File: src/design/ekd_pkg.sv
// Package for the edge-armed key debouncer.
// Field widths, item kind codes, register indexes, reset values and shared types.
// No dependencies.
`timescale 1ns / 1ps

package ekd_pkg;

    // Payload widths fixed by the word format
    localparam int FIELD_KEYS = 4;
    localparam int KIND_W     = 2;
    localparam int KEY_W      = 2;
    localparam int CNT_W      = 4;

    // Configuration port
    localparam int APB_ADDR_W = 3;
    localparam int APB_DATA_W = 32;

    // Default key count for the top level
    localparam int DEF_NUM_KEYS = 4;

    // Item kinds
    localparam logic [KIND_W-1:0] KIND_SCAN = 2'd0;
    localparam logic [KIND_W-1:0] KIND_POLL = 2'd1;
    localparam logic [KIND_W-1:0] KIND_TAKE = 2'd2;
    localparam logic [KIND_W-1:0] KIND_INIT = 2'd3;

    // Register indexes (paddr[2])
    localparam logic REG_PRESS_TICKS   = 1'b0;
    localparam logic REG_RELEASE_TICKS = 1'b1;

    // Register reset values
    localparam logic [CNT_W-1:0] RST_PRESS_TICKS   = 4'd4;
    localparam logic [CNT_W-1:0] RST_RELEASE_TICKS = 4'd4;

    // Broadcast to every lane
    typedef struct packed {
        logic              step;
        logic [KIND_W-1:0] kind;
        logic [CNT_W-1:0]  press_ticks;
        logic [CNT_W-1:0]  release_ticks;
    } lane_ctrl_t;

    // Status from one lane
    typedef struct packed {
        logic event_now;
        logic pressed_next;
        logic event_next;
    } lane_stat_t;

    // One result word
    typedef struct packed {
        logic [FIELD_KEYS-1:0] pressed_map;
        logic [FIELD_KEYS-1:0] event_map;
        logic                  event_found;
        logic [KEY_W-1:0]      event_key;
    } result_t;

endpackage

File: src/design/ekd_lane.sv
// One key's debouncer: stable/armed/event flags and press/release counters.
// Depends on ekd_pkg.
`timescale 1ns / 1ps

module ekd_lane (
    input  logic                clk,
    input  logic                rst_n,
    input  ekd_pkg::lane_ctrl_t ctrl,
    input  logic                edge_bit,
    input  logic                raw_bit,
    input  logic                clr_event,
    output ekd_pkg::lane_stat_t stat
);

    logic                       pressed_reg, pressed_next;
    logic                       armed_reg, armed_next;
    logic                       event_reg, event_next;
    logic [ekd_pkg::CNT_W-1:0]  pcnt_reg, pcnt_next;
    logic [ekd_pkg::CNT_W-1:0]  rcnt_reg, rcnt_next;

    // Next state for the word in hand
    always_comb
    begin
        logic                      armed_e;
        logic [ekd_pkg::CNT_W-1:0] pcnt_e;
        logic [ekd_pkg::CNT_W-1:0] inc;

        pressed_next = pressed_reg;
        armed_next   = armed_reg;
        event_next   = event_reg;
        pcnt_next    = pcnt_reg;
        rcnt_next    = rcnt_reg;
        armed_e      = armed_reg;
        pcnt_e       = pcnt_reg;
        inc          = '0;

        case (ctrl.kind)
            ekd_pkg::KIND_SCAN:
            begin
                // falling edge arms a released, idle key
                if (edge_bit && !pressed_reg && !armed_reg)
                begin
                    armed_e = 1'b1;
                    pcnt_e  = '0;
                end
                armed_next = armed_e;
                pcnt_next  = pcnt_e;
                if (!pressed_reg && armed_e)
                begin
                    if (raw_bit)
                    begin
                        inc = (pcnt_e < ctrl.press_ticks) ? pcnt_e + 1'b1 : pcnt_e;
                        if (inc >= ctrl.press_ticks)
                        begin
                            pressed_next = 1'b1;
                            event_next   = 1'b1;
                            pcnt_next    = '0;
                            rcnt_next    = '0;
                            armed_next   = 1'b0;
                        end
                        else
                        begin
                            pcnt_next = inc;
                        end
                    end
                    else
                    begin
                        pcnt_next  = '0;
                        armed_next = 1'b0;
                    end
                end
                else if (pressed_reg)
                begin
                    if (!raw_bit)
                    begin
                        inc = (rcnt_reg < ctrl.release_ticks) ? rcnt_reg + 1'b1 : rcnt_reg;
                        if (inc >= ctrl.release_ticks)
                        begin
                            pressed_next = 1'b0;
                            rcnt_next    = '0;
                            pcnt_next    = '0;
                            armed_next   = 1'b0;
                        end
                        else
                        begin
                            rcnt_next = inc;
                        end
                    end
                    else
                    begin
                        rcnt_next  = '0;
                        armed_next = 1'b0;
                    end
                end
            end
            ekd_pkg::KIND_POLL,
            ekd_pkg::KIND_TAKE:
            begin
                if (clr_event)
                    event_next = 1'b0;
            end
            ekd_pkg::KIND_INIT:
            begin
                pressed_next = raw_bit;
                event_next   = 1'b0;
                armed_next   = 1'b0;
                pcnt_next    = '0;
                rcnt_next    = '0;
            end
            default:
            begin
                event_next = event_reg;
            end
        endcase
    end

    always_ff @(posedge clk or negedge rst_n)
    begin
        if (!rst_n)
        begin
            pressed_reg <= 1'b0;
            armed_reg   <= 1'b0;
            event_reg   <= 1'b0;
            pcnt_reg    <= '0;
            rcnt_reg    <= '0;
        end
        else if (ctrl.step)
        begin
            pressed_reg <= pressed_next;
            armed_reg   <= armed_next;
            event_reg   <= event_next;
            pcnt_reg    <= pcnt_next;
            rcnt_reg    <= rcnt_next;
        end
    end

    assign stat.event_now    = event_reg;
    assign stat.pressed_next = pressed_next;
    assign stat.event_next   = event_next;

endmodule

File: config.mk
export PLATFORM = sky130hd
export DESIGN_NAME = ekd_lane
export DESIGN_NICKNAME = d
export VERILOG_FILES = /design/src/design/ekd_pkg.sv /design/src/design/ekd_lane.sv
export SDC_FILE = /design/constraint.sdc
export NUM_CORES = 1
export LEC_CHECK = 0
export ABC_AREA = 1
export BUFFER_PORTS_ARGS = -buffer_cell sky130_fd_sc_hd__buf_4
export CAP_MARGIN = 10
export CORE_MARGIN = 2
export CORE_UTILIZATION = 43
export DETAILED_ROUTE_END_ITERATION = 8
export HOLD_SLACK_MARGIN = 0.05
export PLACE_DENSITY = 0.74
export RECOVER_POWER = 50
export SLEW_MARGIN = 20
export SYNTH_ARGS = -nofsm -noshare
export SYNTH_HDL_FRONTEND = slang
export SYNTH_SLANG_ARGS = --single-unit
File: constraint.sdc
create_clock -name clk -period 8.7 [get_ports clk]
set_input_delay 1.305 -clock clk [delete_from_list [all_inputs] [get_ports clk]]
set_output_delay 1.305 -clock clk [all_outputs]
set_load 0.01 [all_outputs]
==> results of run 1 <==
metal layers:
metal	track usage [%]	part of all wire [%]
met5	0	0
met4	2.99	0.70
met3	3.30	5.2
met2	26.6	43
met1	23.4	51
kinds of logic (layout without fill, tap and decap cells):
group,count (synthesis),in the layout
adder cells (fa/ha/maj),18,18
buffers and inverters,37,56
AND/OR/NAND/NOR,95,95
flip-flops,11,11
AO/OA/AOI/OAI,23,23
XOR/XNOR,4,4
layout by cell type (no fill, tap or decap), types with 2 or more instances in the layout:
cell,count
clkbuf_1,3
inv_2,2
a21oi_1,6
clkbuf_4,3
ha_1,18
nand2_1,61
o21ai_1,4
nor2_1,4
dfrtp_1,11
buf_4,16
inv_1,32
and2_1,2
xor2_1,3
o21bai_1,2
o21ai_0,6
nand3_1,19
nor3_1,2
synthesized netlist by cell type, types with 2 or more instances:
master	number
xor2_1	3
dfrtp_1	11
a21oi_1	6
o21ai_1	4
o21ai_0	6
and2_1	2
inv_1	32
ha_1	18
nand3_1	19
nor3_1	2
buf_4	3
nand2_1	61
o21bai_1	2
inv_2	2
nor2_1	4
through the flow:
step | instance area (sq um) | hold WS (ns) | power (mW)
after floorplan | 1270 | 0.449 | 0.153
after global placement | 1420 | 0.472 | 0.180
after detailed placement | 1420 | 0.466 | 0.181
after CTS | 1450 | 0.485 | 0.218
after global routing | 1440 | 0.508 | 0.242
final | 1440 | 0.482 | 0.214
worst max-delay path, cell delays in order:
cell     delay [ns]
buf_4          0.11
nand3_4        0.08
nand2_1        0.09
inv_1          0.07
ha_1           0.29
a21oi_1        0.35
nand2_1        0.08
nor3_1         0.20
nand3_1        0.13
nand2_1        0.09
inv_1          0.04
ha_1           0.30
nand4_1        0.09
nand3_1        0.16
nand3_1        0.12
nand2_1        0.08
nand2_1        0.06
a22oi_1        0.17
buf_4          0.16
report_power, final:
group | internal, mW | switching [mW] | leakage (nW) | total (mW)
combinational | 0.0433 | 0.0672 | 0.699 | 0.110
clock | 0.0178 | 0.0172 | 0.0150 | 0.0350
sequential | 0.0588 | 0.00928 | 0.149 | 0.0681
final cells by class:
| cell class | count | area share [%] |
|---|---|---|
| inverter | 34 | 8.85 |
| sequential | 11 | 19.1 |
| multi-input combinational | 140 | 58.7 |
| tap | 31 | 2.69 |
| timing repair buffer | 18 | 8.85 |
| clock buffer | 4 | 1.82 |
worst max-delay path by stage:
stage	startpoint	endpoint	slack, ns
3_3_place_gp	edge_bit	stat[1]	3.52
6_report	edge_bit	stat[1]	3.40
2_1_floorplan	edge_bit	stat[1]	3.84
3_5_place_dp	edge_bit	stat[1]	3.44
4_1_cts	edge_bit	stat[1]	3.43
5_1_grt	edge_bit	stat[1]	3.08
==> reports/summary.txt, run 1 <==
outcome -> finished, final reports clean
post-synthesis compound-gate area fraction -> 10.9%
Fillers -> 297
Final Slew Violations -> 0
fin crit period -> 5.30 ns
CP Class -> primary input to primary output
detailed-route DRC error count -> 0
ranking of synthesized cells by area -> dfrtp_1, nand2_1, ha_1
CP arrival -> 4.00 ns
antenna-violating nets left -> 0
largest net degree at the start of global routing -> 12
number of distinct library cells after synthesis -> 28
reg2reg end -> pcnt_reg[1]
mux contribution to synthesized area -> 0%
P per Cell Area -> 148 nW/um^2
placed instance count -> 234
Sequential cell area -> 275 sq um
placeable core area -> 2780 sq um
Post-Syn Instances -> 188
die area -> 3410 sq um
clk_skew -> 0.00199 ns
Synth top area share -> 21.6%
RSZ-0062 raised after global routing -> false
Seq/Total Area, Yosys -> 21.6%
Async SR Flop Fraction -> 100%
H-tree depth -> 1
Syn Area/Cell -> 6.77 sq um
GRT Total Usage -> 16.6%
R2R Setup Slk -> 5.44 ns
initial antenna violation count -> 0
Max clock buf depth -> 2
ratio of cells with drive above 1 in the final layout -> 13.5%
final core occ -> 51.9%
Startpoint Class -> primary input
Worst EP required -> 7.39 ns
Die H -> 58.4 um
Post-synth top flop -> dfrtp_1
number of diodes -> 0
Post-synth EDFFs -> 0
first-pass GRT wire length -> 4450 um
root buf cell -> clkbuf_4
port bufs -> 18
register bit count reported by yosys -> 11
CP Max Fanout -> 5
clock-pin slew on the worst setup and hold paths -> 0.06 ns
Congestion Overflow GR -> 0
CTS tree -> yes
Die W -> 58.4 um
CTS buffer count -> 3
startpoint of the worst hold path -> pcnt_reg[3]
Routability Congestion -> 0.897
vias per cell -> 4.91
Synth Area in Adders -> 17.7%
CP Capture Type -> primary output
r2r startpoint -> pressed_reg
total of max-cap violations -> 0
Area Overhead vs Synth -> 13.4%
number of global-route vias before repair -> 1100
CTS sink count -> 11
Yosys warnings -> 0
Slew @ Worst Pin -> 0.569 ns
fin cells -> 238
Hold Crit Depth -> 2
DRT Wirelength -> 2420 um
row count -> 19
initial detailed-routing violation count -> 32
HPWL Detailed -> 2070 um
final net count -> 242
P_leak -> 0.864 nW
number of vias after detailed routing -> 1168
TritonRoute pass-1 iters -> 4
Final setup viols -> 0
xor/xnor share of the synthesized area -> 2.75%
WHS Endpoint -> pcnt_reg[3]
VDD IR-drop max -> 129 uV
largest family of logic cells by synthesized area -> simple AND/OR/NAND/NOR gates
Fin. Hold Viols -> 0
hold crit path type -> register to register
cells on worst reg2reg path -> 19
Post-Synth Simple-Gate Area -> 35.2%
post-route clock period utilization -> 60.9%
dpl ws -> 3.44 ns
Peak Freq -> 189 MHz
biggest area consumer among synthesized cells -> dfrtp_1
Multi-input gate area -> 847 sq um
Worst-Skew Late Latency -> 0.27 ns
IO Pins -> 19
Mapped Area -> 1270 sq um
postcts setup bufs -> 0
Rel. slew slack -> 62.0%
Initial Util -> 45.7%
Post-Syn Nets -> 222
Fin Setup TNS -> 0 ns
post_cts resized -> 0
slack of the critical path -> 3.40 ns
Hold-fix buffers, CTS -> 0
wire length per cell -> 10.2 um
Note: power is estimated with default switching activity, not from simulation.
==> run 2: changes to the inputs <==
clock period = 5.1 ns   (was 8.7 ns; I/O delays follow)
==> run 2 against run 1 <==
Compared with the run above:
- design area unchanged
- sequential cell count did not move
- clock skew about the same
- wire length increased by 0.91%
- clock power up 64%
- via count decreased by 0.17%
- register-to-register slack worse by 3.6 ns
- hold slack worse by 0.022 ns
- sequential power grew 70%
- first-iteration DRC count rose by 6.3%
- critical endpoint unchanged
==> reports/summary.txt, run 2 (synthesized netlist as in run 1, its figures left out) <==
RSZ-0062 raised after global routing -> false (unchanged)
number of diodes -> 0 (unchanged)
most common cell after layout, fill and taps aside -> nand2_1 (unchanged)
Max clock buf depth -> 2 (unchanged)
detailed-route DRC error count -> 0 (unchanged)
Top delay family on crit path -> simple AND/OR/NAND/NOR gates (unchanged)
r2r startpoint -> pressed_reg (unchanged)
Slew @ Worst Pin -> 0.565 ns (was 0.569 ns)
CTS buffer count -> 3 (unchanged)
HPWL Detailed -> 2090 um (was 2070 um)
row count -> 19 (unchanged)
CTS sink count -> 11 (unchanged)
placeable core area -> 2780 sq um (unchanged)
most frequent cells in the layout -> nand2_1, inv_1, nand3_1 (unchanged)
post-route clock period utilization -> 81.7%
number of vias after detailed routing -> 1166 (was 1168)
post_cts resized -> 0 (unchanged)
Die W -> 58.4 um (unchanged)
P per Cell Area -> 251 nW/um^2 (was 148 nW/um^2)
total of max-cap violations -> 0 (unchanged)
Worst EP required -> 4.34 ns (was 7.39 ns)
number of global-route vias before repair -> 1088 (was 1100)
Final setup viols -> 0 (unchanged)
clock-pin slew on the worst setup and hold paths -> 0.06 ns (about the same)
Die H -> 58.4 um (unchanged)
Startpoint Class -> register (was primary input)
VDD IR-drop max -> 290 uV (was 129 uV)
initial antenna violation count -> 0 (unchanged)
CP arrival -> 3.40 ns (was 4.00 ns)
dpl ws -> 0.981 ns (was 3.44 ns)
CP Class -> register to primary output (was primary input to primary output)
crit-path max cell delay -> 0.45 ns (was 0.35 ns)
hold crit path type -> primary input to async pin (was register to register)
P_leak -> 0.864 nW (unchanged)
Fin. Hold Viols -> 0 (unchanged)
Fillers -> 294 (was 297)
CP Capture Type -> primary output (unchanged)
CP max stage cell -> dfrtp_1 (was a21oi_1)
Rel. slew slack -> 62.4% (was 62.0%)
worst hold slack -> 0.460 ns (was 0.482 ns)
Congestion Overflow GR -> 0 (unchanged)
Fin Setup TNS -> 0 ns (unchanged)
total power -> 0.362 mW (was 0.214 mW)
outcome -> finished, final reports clean (unchanged)
largest net degree at the start of global routing -> 12 (unchanged)
GRT Total Usage -> 16.8% (was 16.6%)
fin cells -> 238 (unchanged)
number of buffers and inverters on the critical path -> 4 (unchanged)
Routability Congestion -> 0.897 (about the same)
slack of the critical path -> 0.934 ns (was 3.40 ns)
ratio of cells with drive above 1 in the final layout -> 13.5% (unchanged)
TritonRoute pass-1 iters -> 4 (unchanged)
placed instance count -> 234 (unchanged)
Final Slew Violations -> 0 (unchanged)
Initial Util -> 45.7% (unchanged)
IO Pins -> 19 (unchanged)
CTS tree -> yes (unchanged)
die area -> 3410 sq um (unchanged)
first-pass GRT wire length -> 4530 um (was 4450 um)
wire length per cell -> 10.3 um (was 10.2 um)
postcts setup bufs -> 0 (unchanged)
Worst-Skew Late Latency -> 0.27 ns (about the same)
Area Overhead vs Synth -> 13.4% (unchanged)
CP Max Fanout -> 6 (was 5)
final core occ -> 51.9% (unchanged)
Final Instance Area -> 1440 sq um (unchanged)
root buf cell -> clkbuf_4 (unchanged)
port bufs -> 18 (unchanged)
DRT Wirelength -> 2440 um (was 2420 um)
antenna-violating nets left -> 0 (unchanged)
Peak Freq -> 240 MHz
initial detailed-routing violation count -> 34 (was 32)
fin crit period -> 4.17 ns
clk_skew -> 0.00189 ns (was 0.00199 ns)
vias per cell -> 4.90 (was 4.91)
cells along the critical path -> inv_2 -> nand3_4 -> nand2_1 -> inv_1 -> ha_1 -> a21oi_1 -> nand2_1 -> nor3_1 -> nand3_1 -> nand2_1 -> inv_1 -> ha_1 -> nand4_1 -> nand3_1 -> nand3_1 -> nand2_1 -> nand2_1 -> a22oi_1 -> buf_4 (was buf_4 -> nand3_4 -> nand2_1 -> inv_1 -> ha_1 -> a21oi_1 -> nand2_1 -> nor3_1 -> nand3_1 -> nand2_1 -> inv_1 -> ha_1 -> nand4_1 -> nand3_1 -> nand3_1 -> nand2_1 -> nand2_1 -> a22oi_1 -> buf_4)
Hold-fix buffers, CTS -> 0 (unchanged)
H-tree depth -> 1 (unchanged)
Critical path origin -> pressed_reg (was edge_bit)
placed instance area -> 1420 sq um (unchanged)
final net count -> 242 (unchanged)
Most common cell on crit path -> nand2_1 (unchanged)
[run 2: layer usage]
| layer | vias up | track usage [%] | wire [um] |
|---|---|---|---|
| met3 | 0 | 3.30 | 132 |
| met5 | - | 0 | 0 |
| met4 | 0 | 1.66 | 0 |
| met1 | 497 | 24.8 | 1210 |
| li1 | 643 | - | - |
| met2 | 26 | 26.3 | 1100 |
[run 2: worst paths after layout]
| kind | cells after the start | slack [ns] | to |
|---|---|---|---|
| max | 19 | 0.93 | stat[1] |
| min | 1 | 0.46 | rcnt_reg[3] |
| max reg2reg | 19 | 1.85 | pcnt_reg[1] |
| min reg2reg | 2 | 0.49 | pcnt_reg[0] |
| max in group asynchronous | 1 | 4.27 | rcnt_reg[2] |
| min in group clk | 2 | 0.49 | pcnt_reg[0] |
[run 2: power by group]
group	internal, mW	total [mW]	switching (mW)
combinational	0.0736	0.189	0.116
sequential	0.100	0.116	0.0155
clock	0.0303	0.0574	0.0271
total	0.204	0.362	0.158
[run 2: final cells by class]
class                      instances  area, sq um  share of cell area [%]
inverter                          34          128                    8.85
tap                               31         38.8                    2.69
timing repair buffer              18          128                    8.85
clock buffer                       4         26.3                    1.82
multi-input combinational        140          847                    58.7
sequential                        11          275                    19.1
==> run 3: changes to the inputs <==
PLACE_DENSITY = 0.76   (was 0.74)
clock period = 3.55 ns   (was 5.1 ns; I/O delays follow)
==> run 3 against run 2 <==
Compared with the run above:
- combinational power grew 92%
- non-clock buffer count grew 17
- largest cell class unchanged
- hold slack lost 0.23 ns
- critical path depth grew 2
- critical endpoint unchanged
- clock skew is essentially flat
- wire length grew 33%
==> reports/summary.txt, run 3 (synthesized netlist as in run 1, its figures left out) <==
outcome -> finished, final reports clean (unchanged)
Worst-Skew Late Latency -> 0.26 ns (was 0.27 ns)
H-tree depth -> 1 (unchanged)
Rel. slew slack -> 62.2% (was 62.4%)
number of global-route vias before repair -> 1156 (was 1088)
Fin. Hold Viols -> 0 (unchanged)
CP arrival -> 2.94 ns (was 3.40 ns)
CTS sink count -> 11 (unchanged)
Die W -> 58.4 um (unchanged)
Worst EP required -> 3.02 ns (was 4.34 ns)
CP Max Fanout -> 5 (was 6)
vias per cell -> 5.22 (was 4.90)
Die H -> 58.4 um (unchanged)
Slew @ Worst Pin -> 0.567 ns (was 0.565 ns)
final net count -> 259 (was 242)
GRT Total Usage -> 16.8% (about the same)
root buf cell -> clkbuf_4 (unchanged)
P_leak -> 0.976 nW (was 0.864 nW)
largest net degree at the start of global routing -> 12 (unchanged)
Internal -> 0.343 mW (was 0.204 mW)
Area Overhead vs Synth -> 37.2% (was 13.4%)
VDD IR-drop max -> 321 uV (was 290 uV)
CTS tree -> yes (unchanged)
detailed-route DRC error count -> 0 (unchanged)
post-route clock period utilization -> 97.9%
P per Cell Area -> 349 nW/um^2 (was 251 nW/um^2)
port bufs -> 18 (unchanged)
Startpoint Class -> register (unchanged)
fin crit period -> 3.48 ns
Switching Share -> 43.7% (about the same)
Peak Freq -> 288 MHz
fin cells -> 255 (was 238)
HPWL Detailed -> 2160 um (was 2090 um)
initial antenna violation count -> 0 (unchanged)
Congestion Overflow GR -> 0 (unchanged)
Final Slew Violations -> 0 (unchanged)
Routability Congestion -> 0.982 (was 0.897)
row count -> 19 (unchanged)
ratio of cells with drive above 1 in the final layout -> 33.9% (was 13.5%)
NetSw -> 0.266 mW (was 0.158 mW)
number of diodes -> 0 (unchanged)
clock network power share -> 13.5% (was 15.8%)
hold crit path type -> primary input to async pin (unchanged)
Final setup viols -> 0 (unchanged)
Comb power frac -> 59.5% (was 52.2%)
wire length per cell -> 12.7 um (was 10.3 um)
most common cell after layout, fill and taps aside -> nand2_1 (unchanged)
first-pass GRT wire length -> 4550 um (was 4530 um)
die area -> 3410 sq um (unchanged)
total of max-cap violations -> 0 (unchanged)
TritonRoute pass-1 iters -> 4 (unchanged)
initial detailed-routing violation count -> 74 (was 34)
number of vias after detailed routing -> 1332 (was 1166)
DRT Wirelength -> 3250 um (was 2440 um)
CP Class -> register to primary output (unchanged)
placeable core area -> 2780 sq um (unchanged)
Seq pwr share -> 27.0% (was 32.0%)
antenna-violating nets left -> 0 (unchanged)
Max clock buf depth -> 2 (unchanged)
CTS buffer count -> 3 (unchanged)
most frequent cells in the layout -> nand2_1, buf_4, inv_1 (was nand2_1, inv_1, nand3_1)
RSZ-0062 raised after global routing -> true (was false)
placed instance count -> 238 (was 234)
final core occ -> 62.8% (was 51.9%)
clk_skew -> 0.00161 ns (was 0.00189 ns)
Initial Util -> 45.7% (unchanged)
CP Capture Type -> primary output (unchanged)
clock-pin slew on the worst setup and hold paths -> 0.07 ns (was 0.06 ns)
IO Pins -> 19 (unchanged)
## run 3: changes by cell type in the layout (fill, tap and decap cells not counted), moves of 3 or more
cell	before	now
inv_2	2	7
nand3_1	19	16
ha_1	18	13
nand2_2	1	7
nand2_4	0	4
inv_1	32	26
nand2_1	61	51
buf_4	16	33
ha_4	0	5
## run 3: power by group through the flow
stage               combinational, mW  clock, mW  sequential, mW
detailed placement              0.286          0           0.166
global placement                0.281          0           0.166
global route                    0.420     0.0909           0.167
CTS                             0.298     0.0852           0.164
floorplan                       0.212          0           0.163
finish                          0.362     0.0821           0.165
## run 3: per-stage QoR
stage	hold WS [ns]	setup slack [ns]	total power, mW	area (sq um)	setup TNS, ns
after global routing	0.268	-0.140	0.677	1750	-0.189
final	0.234	0.0732	0.609	1750	0
after CTS	0.0875	0.000383	0.547	1510	0
after global placement	0.369	0.0902	0.447	1450	0
after floorplan	0.237	0.216	0.375	1270	0
after detailed placement	0.373	0.0431	0.452	1450	0
## run 3: routing by layer
metal	global-route usage, %	wire length, um	vias to the layer above
li1	-	-	677
met1	22.5	1390	604
met2	28.4	1670	47
met3	3.96	187	4
met4	2.33	6	0
met5	0	0	-
## run 3: final cells by class
cell class / instances / area (sq um)
Multi-Input combinational cell: 140 / 1010
Tap cell: 31 / 38.8
Fill cell: 236 / 1040
Timing Repair Buffer: 35 / 263
Sequential cell: 11 / 275
Inverter: 34 / 130
Clock buffer: 4 / 26.3
## run 3: what timing repair did
action                                  4_1_cts  5_1_grt
setup buffers                                 3       10
endpoints found under the setup margin        2        2
resized for setup                             4       37
hold buffers                                  0        0
pin swaps                                     1       18
## run 3: path summary, 6_finish.rpt
path,start,end,slack (ns),cells after the start
hold reg to reg,pcnt_reg[0],pcnt_reg[0],0.52,2
min in group clk,ctrl[10],event_reg,0.51,2
max in group asynchronous,rst_n,rcnt_reg[2],2.95,1
hold / removal,rst_n,event_reg,0.23,1
setup reg to reg,armed_reg,pcnt_reg[0],0.60,21
setup / recovery,armed_reg,stat[1],0.07,21
## run 3: worst max-delay path, cell delays in order (launching register included)
cell and delay [ns]:
dfrtp_1 0.40, inv_2 0.08, nand3_4 0.11, nand2_4 0.12, inv_4 0.05, ha_4 0.25
nand2_1 0.06, nand2_2 0.08, nand2_4 0.09, nand2_4 0.09, nand2_2 0.06, and2_4 0.16
ha_4 0.27, inv_2 0.03, o21bai_1 0.15, nand3_1 0.11, nand3_2 0.08, nand3_2 0.07
nand2_1 0.08, nand2_2 0.06, a22oi_2 0.15, buf_4 0.14
